`src/rtl/sca_pkg.sv`:
```
// Shared types, constants and the size-class curve for the size-class slot allocator.
// No dependencies; every other file but sca_ram refers to this package by scoped names.
`default_nettype none
package sca_pkg;
	localparam int NUM_CLASSES_DEF = 16;
	localparam int MAX_SLOTS_DEF   = 4096;
	localparam int ADDR_W          = 32;
	localparam int POOL_W          = 28;
	localparam int CNT_W           = 13;
	localparam int CURVE_W         = 11;
	localparam int PROD_W          = CURVE_W + POOL_W;
	localparam int REM_W           = 27;
	localparam int DIV_K           = 10000;
	localparam int CIDX_W          = 2;
	localparam logic [CNT_W-1:0] COUNT_MAX = 13'd8191;
	localparam logic [POOL_W-1:0] POOL_RESET = 28'd16777216;
	localparam logic [ADDR_W-1:0] BASE_RESET = 32'd0;
	// dividends at or above this value clamp the quotient to COUNT_MAX
	localparam logic [PROD_W-1:0] CLAMP_LIM = PROD_W'((COUNT_MAX + 1) * DIV_K);
	// divide by DIV_K as a multiply by ceil(2^RECIP_SH / DIV_K), exact below 2^REM_W
	localparam int RECIP_W  = 28;
	localparam int RECIP_SH = 41;
	localparam logic [RECIP_W-1:0] RECIP_M = 28'd219902326;

	localparam logic FUNC_ALLOC = 1'b0;
	localparam logic FUNC_FREE  = 1'b1;

	localparam logic [1:0] ST_OK        = 2'd0;
	localparam logic [1:0] ST_TOO_LARGE = 2'd1;
	localparam logic [1:0] ST_FULL      = 2'd2;
	localparam logic [1:0] ST_NOT_FOUND = 2'd3;

	localparam logic [CIDX_W-1:0] REG_POOL_SIZE = 2'd0;
	localparam logic [CIDX_W-1:0] REG_DATA_BASE = 2'd1;

	// slot share per class in ten-thousandths
	function automatic logic [CURVE_W-1:0] curve_e4(input logic [3:0] c);
		logic [CURVE_W-1:0] v;
		case (c)
			4'd0, 4'd15: v = 11'd19;
			4'd1, 4'd14: v = 11'd56;
			4'd2, 4'd13: v = 11'd146;
			4'd3, 4'd12: v = 11'd320;
			4'd4, 4'd11: v = 11'd603;
			4'd5, 4'd10: v = 11'd968;
			4'd6, 4'd9:  v = 11'd1327;
			4'd7, 4'd8:  v = 11'd1554;
			default:     v = 11'd0;
		endcase
		return v;
	endfunction

	// controller to datapath commands
	typedef struct packed {
		logic lay_start;
		logic mul;
		logic div_init;
		logic div_step;
		logic lay_write;
		logic clr_start;
		logic clr_step;
		logic op_load;
		logic afind;
		logic j_inc;
		logic alloc_hit;
		logic free_hit;
		logic cls_inc;
		logic set_toolarge;
		logic set_full;
		logic set_notfound;
		logic out_load;
	} sca_cmd_t;

	// datapath to controller status
	typedef struct packed {
		logic too_large;
		logic cnt_zero;
		logic used_bit;
		logic scan_last;
		logic fmatch;
		logic fcls_last;
		logic lay_last;
		logic clr_last;
	} sca_stat_t;
endpackage
`default_nettype wire

```
`src/rtl/sca_ctrl.sv`:
```
// Controller state machine: layout build, clear pass, allocate scan, free search
// and the result handshake. Uses sca_pkg command and status types.
`default_nettype none
module sca_ctrl (
	input  wire                 clk,
	input  wire                 arst_n,
	input  wire                 cfg_wr,
	input  wire                 in_valid,
	input  wire                 in_func,
	output logic                in_ready,
	output logic                out_valid_q,
	input  wire                 out_ready,
	output sca_pkg::sca_cmd_t   cmd,
	input  sca_pkg::sca_stat_t  stat
);
	typedef enum logic [11:0] {
		S_LSTART = 12'b0000_0000_0001,
		S_LMUL   = 12'b0000_0000_0010,
		S_LDIVI  = 12'b0000_0000_0100,
		S_LDIV   = 12'b0000_0000_1000,
		S_LWR    = 12'b0000_0001_0000,
		S_CLR    = 12'b0000_0010_0000,
		S_IDLE   = 12'b0000_0100_0000,
		S_AFIND  = 12'b0000_1000_0000,
		S_ARD    = 12'b0001_0000_0000,
		S_ACHK   = 12'b0010_0000_0000,
		S_FCHK   = 12'b0100_0000_0000,
		S_DONE   = 12'b1000_0000_0000
	} state_t;

	state_t state_q, state_d;
	logic   out_free;

	assign out_free = !out_valid_q || out_ready;
	// a register write in the same cycle takes precedence over a request
	assign in_ready = (state_q == S_IDLE) && !cfg_wr;

	// next state and commands
	always_comb begin
		state_d = state_q;
		cmd     = '0;
		case (state_q)
			S_LSTART: begin
				cmd.lay_start = 1'b1;
				state_d = S_LMUL;
			end
			S_LMUL: begin
				cmd.mul = 1'b1;
				state_d = S_LDIVI;
			end
			S_LDIVI: begin
				cmd.div_init = 1'b1;
				state_d = S_LDIV;
			end
			S_LDIV: begin
				cmd.div_step = 1'b1;
				state_d = S_LWR;
			end
			S_LWR: begin
				cmd.lay_write = 1'b1;
				if (stat.lay_last) begin
					cmd.clr_start = 1'b1;
					state_d = S_CLR;
				end else begin
					state_d = S_LMUL;
				end
			end
			S_CLR: begin
				cmd.clr_step = 1'b1;
				if (stat.clr_last) begin
					state_d = S_IDLE;
				end
			end
			S_IDLE: begin
				if (in_valid && !cfg_wr) begin
					cmd.op_load = 1'b1;
					state_d = (in_func == sca_pkg::FUNC_FREE) ? S_FCHK : S_AFIND;
				end
			end
			S_AFIND: begin
				if (stat.too_large) begin
					cmd.set_toolarge = 1'b1;
					state_d = S_DONE;
				end else if (stat.cnt_zero) begin
					cmd.set_full = 1'b1;
					state_d = S_DONE;
				end else begin
					cmd.afind = 1'b1;
					state_d = S_ARD;
				end
			end
			S_ARD: begin
				state_d = S_ACHK;
			end
			S_ACHK: begin
				if (!stat.used_bit) begin
					cmd.alloc_hit = 1'b1;
					state_d = S_DONE;
				end else if (stat.scan_last) begin
					cmd.set_full = 1'b1;
					state_d = S_DONE;
				end else begin
					cmd.j_inc = 1'b1;
					state_d = S_ARD;
				end
			end
			S_FCHK: begin
				if (stat.fmatch) begin
					cmd.free_hit = 1'b1;
					state_d = S_DONE;
				end else if (stat.fcls_last) begin
					cmd.set_notfound = 1'b1;
					state_d = S_DONE;
				end else begin
					cmd.cls_inc = 1'b1;
				end
			end
			S_DONE: begin
				if (out_free) begin
					cmd.out_load = 1'b1;
					state_d = S_IDLE;
				end
			end
			default: begin
				state_d = S_LSTART;
			end
		endcase
		// a register write rebuilds the layout
		if (cfg_wr) begin
			state_d = S_LSTART;
		end
	end

	// state and result valid
	always_ff @(posedge clk or negedge arst_n) begin
		if (!arst_n) begin
			state_q     <= S_LSTART;
			out_valid_q <= 1'b0;
		end else begin
			state_q <= state_d;
			if (cmd.out_load) begin
				out_valid_q <= 1'b1;
			end else if (out_ready) begin
				out_valid_q <= 1'b0;
			end
		end
	end
endmodule
`default_nettype wire

```
`config.mk`:
```
export PLATFORM = sky130hd
export DESIGN_NAME = sca_ctrl
export DESIGN_NICKNAME = d
export VERILOG_FILES = /design/src/rtl/sca_pkg.sv /design/src/rtl/sca_ctrl.sv
export SDC_FILE = /design/constraint.sdc
export NUM_CORES = 1
export LEC_CHECK = 0
export ABC_AREA = 1
export BUFFER_PORTS_ARGS = -buffer_cell sky130_fd_sc_hd__clkbuf_2
export CORE_ASPECT_RATIO = 1.4
export CORE_UTILIZATION = 39
export DETAILED_ROUTE_END_ITERATION = 6
export PLACE_DENSITY = 0.69
export SLEW_MARGIN = 15
export SYNTH_ARGS = -nofsm -noshare
export SYNTH_HDL_FRONTEND = slang
export SYNTH_SLANG_ARGS = --single-unit
```
`constraint.sdc`:
```
create_clock -name clk -period 1.63 [get_ports clk]
set_clock_uncertainty 0.05 [all_clocks]
set_input_delay 0.163 -clock clk [delete_from_list [all_inputs] [get_ports clk]]
set_output_delay 0.163 -clock clk [all_outputs]
set_load 0.05 [all_outputs]
```
* After elaboration in Yosys (flattened, before gate mapping)
Cells that the tools add are included.
** Operators by class
- Reductions and logical operators :: 7
- Equal/unequal tests :: 16
- Mux-type cells :: 47
** Operators with widths (number)
- 12-bit one-hot mux with 12 select lines :: 1
- 12-bit 2-to-1 mux :: 10
- 1-bit 2-to-1 mux :: 30
- 12-bit by 1-bit == test with 1-bit output, second input constant :: 1
- 12-bit by 10-bit == test with 1-bit output, second input constant :: 1
- 12-bit by 11-bit == test with 1-bit output, second input constant :: 1
- 12-bit == test, second input constant :: 1
- 12-bit by 2-bit == test with 1-bit output, second input constant :: 1
- 12-bit by 3-bit == test with 1-bit output, second input constant :: 1
- 12-bit by 4-bit == test with 1-bit output, second input constant :: 1
- 12-bit by 5-bit == test with 1-bit output, second input constant :: 1
- 12-bit by 6-bit == test with 1-bit output, second input constant :: 1
- 12-bit by 7-bit == test with 1-bit output, second input constant :: 1
- 12-bit by 8-bit == test with 1-bit output, second input constant :: 1
- 12-bit by 9-bit == test with 1-bit output, second input constant :: 1
- 11-bit 2-to-1 mux :: 1
- 2-bit 2-to-1 mux :: 3
- 6-bit 2-to-1 mux :: 1
- 3-bit != test, second input constant :: 2
- 4-bit != test, second input constant :: 1
- 4-bit AND reduction :: 1
- 3-bit by 2-bit != test with 1-bit output, second input constant :: 1
- 1-bit logical AND :: 2
- 1-bit zero test :: 2
- 3 further kinds :: 3
** Word-level totals
- Register bits :: 13
- Word-level logic and storage cells :: 72

* Logic depth before layout (Yosys ltp)
- Depth in word-level cells :: 5
- Mapped depth :: 9
- Depth with buffers taken out :: 9

* Worst setup path before layout
Ideal clock, no wire load.
- Kind :: reg-to-output
- From :: register state_q[2]
- To :: output port cmd[1] in the netlist's numbering
- Cell stages (with the launch flop) :: 6
- Path buffers :: 0
- Setup slack :: -0.643 ns
- Arrival time :: 2.060 ns
- Required time :: 1.417 ns
- Cells stage by stage :: dfrtp_1 -> nor2_2 -> nand2_2 -> nor2_4 -> nand2_1 -> nor3b_1
** RTL lines
- from (decl) :: line sca_ctrl.sv:31 : state_t state_q, state_d;
- from (signal assigned) :: line sca_ctrl.sv:140 : state_q <= state_d;
- to (decl) :: line sca_ctrl.sv:13 : output sca_pkg::sca_cmd_t cmd,

==> out/metrics.yaml <==
outcome: "finished, violations left"
failed_checks: "negative setup slack"
synth_xor_area_share_pct: 0
die_y_um: 61.7
critPathKind: "reg2out"
grt_pass1_wl_um: 5490
worst_slew_pin_slew_ns: 0.384
endpoint_kind: "output port"
worstHoldStart: "out_ready"
total_power_mw: 1.76
cts_root_buf: "clkbuf_4"
grt_max_degree: 14
crit_chain: "nor2_2 -> inv_1 -> nor3_4 -> nand2_2 -> nor3b_4 -> clkbuf_8"
arrival_ns: 1.90
cp-endpoint: "cmd[1]"
synth.area.mux_share_pct: 0
grt_overflow: 0
clkSinkCount: 13
setup_viol: 29
cap_violations: 0
synth_top_area_share_pct: 30.2
r2r_start: "state_q[8]"
grtUsageTotal_pct: 27.9
firstDrtPassIters: 4
rrSetupSlack_ns: -0.27
reg2regPathDepth: 9
drc: 0
drv_slew: 0
synth_fa_ha_area_share_pct: 0
timing.final.ws_setup_ns: -0.479
crit_family: "simple AND/OR/NAND/NOR gates"
setup_tns_ns: -7.93
hold_viol: 0
seq_area_frac_synth_pct: 32.9
antenna_found_initial: 0
diodes: 0
ant_nets: 0
htreeDepth: 1
layout.cells.most_common: "buf_4"
placed_area_mm2: 0.00142
yosys.area_share.simple_pct: 50.3
initial_core_util_pct: 41.5
ys_top_cells_by_area: "dfrtp_1 (30%), inv_1 (13%), nand2_1 (12%)"
vias: 1389
fmax_mhz: 474
syn_nets: 166
hp-class: "in2reg"
final_cell_mix: "buf_4 (27), inv_1 (26), buf_6 (17)"
drtIter0Drc: 26
wl_per_cell_um: 16.5
coreArea_mm2: 0.00239
die_w_um: 44.7
cellLeakagePower_nw: 1.13
ir_drop_v: 0.000732
syn_inst: 152
cts.clk_slew.worst_paths_ns: 0.10
first_global_vias: 1273
power_density_mw_per_mm2: 818
synth_top_family_by_area: "simple AND/OR/NAND/NOR gates"
period_share_pct: 129
synth.distinct_cells: 20
dp_hpwl_um: 2140
top_level_ports: 33
clk_latency_ns: 0.29
cp_max_fo: 4
cts_made_buffers: 3
routed_via_density: 5.20
drive_gt1_share_pct: 67.0
worstPathRequired_ns: 1.42
finalWirelength_um: 4420
num_rows: 21
synth_compound_area_share_pct: 3.65
area_delta_synth_final_pct: 116
finalWeightedCongestion: 0.852
crit_start: "state_q[8]"
pre_cts_slack_ns: -0.185
syn_area_um2: 993
synth_seq_cells: 13
cpPeakStageDelay_ns: 0.42
syn_avg_cell_area_um2: 6.54
slew_headroom_pct: 74.3
synth_largest_area_cell: "dfrtp_1"
port_buffers: 32
synth_warnings: 0
reg2reg_to: "state_q[7]"
cpMaxStageDelayCell: "dfrtp_1"
crit_buf_inv: 2
rsz0062_at_grt: "yes"
die-area_mm2: 0.00276
stdcell_area_mm2: 0.00215
clock_path_buffers: 2
worst-path-stages: 6
nets: 248
cts_tree: "built"
fin_crit_ns: 2.11
critPathLaunchType: "flip-flop"
## per-stage QoR
stage	cells	utilization, %	hold WS, ns
6_report	267	89.8	0.0129
5_1_grt	267	89.8	0.0160
4_1_cts	259	80.6	0.0189
3_5_place_dp	239	59.3	0.0388
3_3_place_gp	239	59.3	0.0282
2_1_floorplan	152	-	-0.183
## logic make-up (layout without fill, tap and decap cells)
logic type / count (synthesis) / after routing
buffers and inverters: 35 / 116
DFF: 13 / 13
AOI/OAI and AO/OA: 6 / 6
and+or+nand+nor: 98 / 98
## power breakdown
| part | leakage (nW) | internal [mW] | total, mW | switching (mW) |
|---|---|---|---|---|
| clock network | 0.0150 | 0.0948 | 0.218 | 0.123 |
| registers | 0.177 | 0.354 | 0.373 | 0.0189 |
| logic | 0.935 | 0.549 | 1.17 | 0.618 |
| total | 1.13 | 0.997 | 1.76 | 0.760 |
## final cells by class
type | instances | area, um^2
inverter | 35 | 136
tap | 34 | 42.5
sequential | 13 | 327
timing repair buffer | 77 | 771
fill | 107 | 243
multi-input combinational | 104 | 846
clock buffer | 4 | 26.3
## synthesized netlist by cell type
cell type	count
nor3b_1	1
nand4_1	1
inv_2	1
nor2_2	9
o211ai_1	1
nand2_2	5
dfrtp_1	12
o21ai_0	4
nand3_1	13
nor2_4	3
nor3_1	8
nand2_1	32
nand4_4	1
inv_1	34
nand3_4	1
nand2_4	1
and3_1	1
dfstp_2	1
o21ai_2	1
nor2_1	22
## how the worst min path moves through the flow
stage	to	slack (ns)	depth (start not counted)
floorplan	out_valid_q	-0.18	0
global placement	state_q[8]	0.03	1
detailed placement	out_valid_q	0.04	1
CTS	out_valid_q	0.02	2
global route	out_valid_q	0.02	2
finish	out_valid_q	0.01	2
## state kept, by name, summed over array words and instances (netlist names)
signal and cells:
state_q 12, out_valid_q 1
## worst reg2reg max path: cells and delay by family, from the launching register on
kind	cells	cell delay [ns]
flops	1	0.42
buf+inv	2	0.30
simple gates	7	1.02
## metal layers
layer  up-vias  GRT usage [%]  wire length, um
met5         -              0                0
met4         0           11.7              227
met3        26           2.60              181
met2        65           55.7             2470
met1       670           29.2             1540
li1        628              -                -
## what timing repair did
item | in CTS | in global routing
hold endpoints to repair | 12 | 0
setup endpoints to repair | 28 | 29
hold buffers | 1 | 0
pin swaps | 13 | 18
setup buffers | 15 | 9
resized for setup | 86 | 52
Note: power is estimated with default switching activity, not from simulation.
